File: config.mk
export PLATFORM = sky130hd
export DESIGN_NAME = rrf_ctrl
export DESIGN_NICKNAME = d
export VERILOG_FILES = /design/src/sv/rrf_pkg.sv /design/src/sv/rrf_ctrl.sv
export SDC_FILE = /design/constraint.sdc
export NUM_CORES = 1
export LEC_CHECK = 0
export BUFFER_PORTS_ARGS = -buffer_cell sky130_fd_sc_hd__buf_4
export CORE_AREA = 2 2 39 41
export CTS_CLUSTER_SIZE = 40
export DETAILED_ROUTE_END_ITERATION = 7
export DIE_AREA = 0 0 41 43
export GPL_TIMING_DRIVEN = 0
export PLACE_DENSITY = 0.39
export SETUP_SLACK_MARGIN = 0.15
export SYNTH_ARGS = -nofsm -noshare
export SYNTH_HDL_FRONTEND = slang
export SYNTH_SLANG_ARGS = --single-unit
File: constraint.sdc
create_clock -name clock -period 2.2 [get_ports clock]
set_input_delay 0.11 -clock clock [delete_from_list [all_inputs] [get_ports clock]]
set_output_delay 0.11 -clock clock [all_outputs]
set_load 0.01 [all_outputs]
File: src/sv/rrf_pkg.sv
// ============================================================================
// rrf_pkg
// Shared types and constants for the raster rectangle fill engine: command
// and result words, action codes, register indexes and the control/status
// bundles between the controller and the datapath.
// ============================================================================
package rrf_pkg;

   localparam int COORD_W     = 9;
   localparam int COLOR_W     = 8;
   localparam int ACTION_W    = 3;
   localparam int CSR_INDEX_W = 4;
   localparam int CSR_DATA_W  = 9;

   // action codes
   localparam logic [ACTION_W-1:0] ACT_CLEAR = 3'd0;
   localparam logic [ACTION_W-1:0] ACT_PIXEL = 3'd1;
   localparam logic [ACTION_W-1:0] ACT_VLINE = 3'd2;
   localparam logic [ACTION_W-1:0] ACT_HLINE = 3'd3;
   localparam logic [ACTION_W-1:0] ACT_RECT  = 3'd4;
   localparam logic [ACTION_W-1:0] ACT_READ  = 3'd5;

   // register indexes
   localparam logic [CSR_INDEX_W-1:0] CSR_ACTIVE_WIDTH  = 4'd0;
   localparam logic [CSR_INDEX_W-1:0] CSR_ACTIVE_HEIGHT = 4'd1;

   localparam logic [CSR_DATA_W-1:0] ACTIVE_SIZE_RESET = 9'd256;

   // character written by a clear
   localparam logic [COLOR_W-1:0] BLANK_PIXEL = 8'h4F;

   typedef struct packed {
      logic [ACTION_W-1:0] action;
      logic [COORD_W-1:0]  x_first;
      logic [COORD_W-1:0]  y_first;
      logic [COORD_W-1:0]  x_second;
      logic [COORD_W-1:0]  y_second;
      logic [COLOR_W-1:0]  color;
   } req_word_type;

   typedef struct packed {
      logic [COLOR_W-1:0] read_color;
      logic               read_hit;
   } rsp_word_type;

   // controller to datapath
   typedef struct packed {
      logic load;      // capture the accepted command word
      logic setup;     // compute clipped bounds, preset counters
      logic fill;      // write one pixel and step the counters
      logic out_load;  // load the result register
   } ctrl_cmd_type;

   // datapath to controller
   typedef struct packed {
      logic empty;     // clipped area holds no pixel
      logic is_fill;   // command paints pixels
      logic last;      // counters sit on the final pixel
   } dp_status_type;

endpackage

File: src/sv/rrf_ctrl.sv
// ============================================================================
// rrf_ctrl
// Controller: sequences one command at a time through setup, scan and
// result hand-off, and owns both channel handshakes.
// ============================================================================
module rrf_ctrl (
   input  logic                   clock,
   input  logic                   reset,
   input  logic                   req_valid,
   output logic                   req_stall,
   output logic                   rsp_valid,
   input  logic                   rsp_stall,
   input  rrf_pkg::dp_status_type status,
   output rrf_pkg::ctrl_cmd_type  cmd
);
   import rrf_pkg::*;

   typedef enum logic [2:0] {
      ST_IDLE,
      ST_SETUP,
      ST_BRANCH,
      ST_FILL,
      ST_DONE
   } state_type;

   state_type state_ff;
   logic      rsp_valid_ff;

   // commands decoded from state
   assign cmd.load     = (state_ff == ST_IDLE) && req_valid;
   assign cmd.setup    = state_ff == ST_SETUP;
   assign cmd.fill     = state_ff == ST_FILL;
   assign cmd.out_load = (state_ff == ST_DONE) && (!rsp_valid_ff || !rsp_stall);

   assign req_stall = state_ff != ST_IDLE;
   assign rsp_valid = rsp_valid_ff;

   // state and result valid
   always_ff @(posedge clock) begin
      if (reset) begin
         state_ff     <= ST_IDLE;
         rsp_valid_ff <= 1'b0;
      end else begin
         if (cmd.out_load)   rsp_valid_ff <= 1'b1;
         else if (!rsp_stall) rsp_valid_ff <= 1'b0;

         unique case (state_ff)
            ST_IDLE:   if (req_valid) state_ff <= ST_SETUP;
            ST_SETUP:  state_ff <= ST_BRANCH;
            ST_BRANCH: state_ff <= (status.is_fill && !status.empty) ? ST_FILL : ST_DONE;
            ST_FILL:   if (status.last) state_ff <= ST_DONE;
            ST_DONE:   if (cmd.out_load) state_ff <= ST_IDLE;
            default:   state_ff <= ST_IDLE;
         endcase
      end
   end

`ifndef ASSERT_OFF
   // a pending result is never overwritten
   a_no_overwrite: assert property (@(posedge clock) disable iff (reset)
      cmd.out_load |-> (!rsp_valid_ff || !rsp_stall))
      else $error("result register overwritten while stalled");

   // the final pixel ends the scan
   a_last_ends_fill: assert property (@(posedge clock) disable iff (reset)
      (cmd.fill && status.last) |=> (state_ff == ST_DONE))
      else $error("scan did not stop at last pixel");

   // an accepted command is followed by setup with the input held off
   a_accept_setup: assert property (@(posedge clock) disable iff (reset)
      (req_valid && !req_stall) |=> (cmd.setup && req_stall))
      else $error("accepted command not set up");
`endif

endmodule
==> metrics.yaml <==
power_and_ir_drop:
  total_power_uw: 250.0
  switching_share_pct: 28.20
  pwr-share-seq_pct: 35.7
  cellLeakagePower_nw: 0.1467
  internal_dissipation_uw: 179.5
  vdd.ir_drop.worst_v: 0.0003103
  p_comb_share_pct: 27.7
  pwr_density_cell_nw_per_um2: 742.9
  power_frac_clock_pct: 36.6
  net-switching-power_uw: 70.52
critical_path:
  cp_num_cells: 3
  cpLargestDelayFamily: "simple AND/OR/NAND/NOR gates"
  criticalPathCategory: "register to primary output"
  cp.arrival_ps: 1360
  path_cells: "or3_2, nor2_1, buf_4"
  critPathSlowestCell: "or3_2"
  cp-startpoint: "state_ff[2]$_SDFFE_PP0P_"
  worst-r2r-cell-count: 3
  regToRegEndpoint: "state_ff[0]$_SDFFE_PP0P_"
  cp_data_required_time_ps: 2090
  start_kind: "register"
  crit_end: "cmd[3]"
  timing.rr.start: "state_ff[0]$_SDFFE_PP0P_"
  worstPathMaxFanout: 8
  max_stage_delay_ps: 510
  worstSetupEndpointType: "primary output"
  reg2reg_slack_ps: 1010
  cp_num_buf_inv: 1
logic_synthesis:
  syn_nets: 31
  postSynthCellCount: 24
  yosysWarnings: 0
  synthDistinctLibCells: 15
  sequential_element_share_of_the_synthesized_area_pct: 39.26
  synth_area_per_cell_sq_um: 8.498
  synth_top_area_cell: "dfxtp_1"
  ys_seq_elements: 4
  synth_area_leaders: "dfxtp_1 39%, a21oi_1 9.8%, nor4_2 6.1%, and3_4 5.5%, nand4b_1 4.3%"
  yosys.area.top_type_share_pct: 39.26
  synth.cell_area_sq_um: 203.9
sta:
  timing.clock.skew_ps: 3.890
  fmax_mhz: 678.6
  finalHoldViolations: 0
  fin_tns_setup_ps: 0
  slew_headroom_pct: 83.22
  maxSlewViolCount: 0
  min_period_ps: 1474
  final.hold.worst_slack_ps: 68.37
  grt_setup_unrepaired: "no"
  tightestPinTransition_ps: 251.3
  final-setup-viol-count: 0
  finalCritPeriodShare_pct: 66.99
floorplan:
  die_area_sq_um: 1763
  core_area_sq_um: 1384
  chipHeight_um: 43
  start_util_pct: 14.74
  die-width_um: 41
  io-pin-count: 13
  floorplan.rows: 14
outcome:
  status: "finished clean"
run:
  max_cap_viol_count: 0
grt:
  grtUsageMet2_pct: 9.375
  grt_pass1_wl_um: 828
  antenna_violations_before_repair: 0
  gr-usage-met1_pct: 8.710
  use_met3_pct: 6.283
  via_count_of_the_first_global_routing_pass: 218
  globalRoute.totalOverflow: 0
  grt_max_degree: 9
  grt-busiest-layer: "met2"
  grt.total_usage_pct: 7.236
route:
  postRouteWirelength_um: 510
  drtPass1Iterations: 4
  ant_nets: 0
  dr.first_iter.drc_count: 6
  vias: 236
  post_drt_wl_per_cell_um: 9.273
  post_drt_via_cell_ratio: 4.291
  detail_route.drc_violations: 0
clocking:
  clk_path_buf_depth: 2
  sink_count: 4
  ctsHtreeMaxLevel: 1
  number_of_post_cts_setup_repair_buffers: 0
  cts.clk_slew.worst_paths_ps: 40
  cts_made_buffers: 3
  cts_hold_repair.buffers: 0
  cts.repair.resized: 0
  root_cell_of_the_clock_tree: "clkbuf_4"
  worst_skew_pair.late_latency_ps: 240
  cts_tree: "yes"
hold_path:
  min-delay-path-class: "input port to register"
  hold_start: "reset"
  hold_path_depth: 2
place:
  buffer_ports.inserted: 12
  gp_routability_congestion: 0.6426
layout:
  final_layout_size_suffix_gt1_share_pct: 46.15
  diodes: 0
  area_growth_pct: 65.03
  layout.filler_cells: 151
  design.final.nets: 48
-- worst min-delay path by stage --
stage,end,slack (ps)
CTS,state_ff[0]$_SDFFE_PP0P_,60
global route,rsp_valid$_SDFFE_PP0P_,60
detailed placement,rsp_valid$_SDFFE_PP0P_,310
finish,state_ff[0]$_SDFFE_PP0P_,70
global placement,rsp_valid$_SDFFE_PP0P_,310
floorplan,rsp_valid$_SDFFE_PP0P_,180
-- registers in the layout (all words and copies together) (netlist names) --
register / flops
rsp_valid: 1
state_ff: 3
-- worst reg2reg max path, stage by stage (launching register included) --
cell     delay [ps]
dfxtp_1         320
or3b_1          410
and3_4          190
nor4_2          180
-- cell usage after synthesis (all sizes together) --
| library cell | n |
|---|---|
| a21oi | 4 |
| and3 | 1 |
| dfxtp | 4 |
| inv | 2 |
| nand2 | 2 |
| nand4 | 1 |
| nand4b | 1 |
| nor2 | 2 |
| nor3 | 1 |
| nor3b | 1 |
| nor4 | 2 |
| or2b | 1 |
| or3 | 1 |
| or3b | 1 |
-- area by class of cell --
| class | instances | area, sq um | area share, % |
|---|---|---|---|
| flip-flops and latches | 4 | 80.08 | 23.79 |
| clock buffers | 3 | 22.52 | 6.691 |
| well taps | 16 | 20.02 | 5.948 |
| multi-input cells | 18 | 116.4 | 34.57 |
| repair buffers | 12 | 90.09 | 26.77 |
| inverters | 2 | 7.507 | 2.230 |
-- metrics by stage --
stage	cell area [sq um]	setup slack, ps	util, %	instances
after floorplan	203.9	1027	-	24
after global placement	314.1	995.4	22.69	52
after detailed placement	314.1	965.8	22.69	52
after CTS	336.6	710.3	24.32	55
after global routing	336.6	648.3	24.32	55
final	336.6	726.3	24.32	55
-- metal layers --
metal,up-vias,share of wire (%)
li1,120,-
met1,101,46
met2,15,38
met3,0,16
met4,0,0
met5,-,0
-- kinds of logic after synthesis --
kind of cell    count (synthesis)  synth area share, %
simple gates                   14                47.25
flops                           4                39.27
buf+inv                         2                3.682
compound gates                  4                9.816
-- layout by cell type (no fill, tap or decap), types with 2 or more instances in the layout --
cell,instances
a21oi_1,4
buf_4,12
clkbuf_4,3
dfxtp_1,4
inv_1,2
nand2_1,2
nor2_1,2
-- power groups by stage --
stage | Clock, mW | Combinational (mW) | Sequential [mW]
floorplan | 0 | 0.0363 | 0.0888
detailed placement | 0 | 0.0696 | 0.0904
CTS | 0.0976 | 0.0700 | 0.0892
finish | 0.0915 | 0.0693 | 0.0892
global route | 0.106 | 0.0769 | 0.0910
global placement | 0 | 0.0690 | 0.0906
Note: power is estimated with default switching activity, not from simulation.
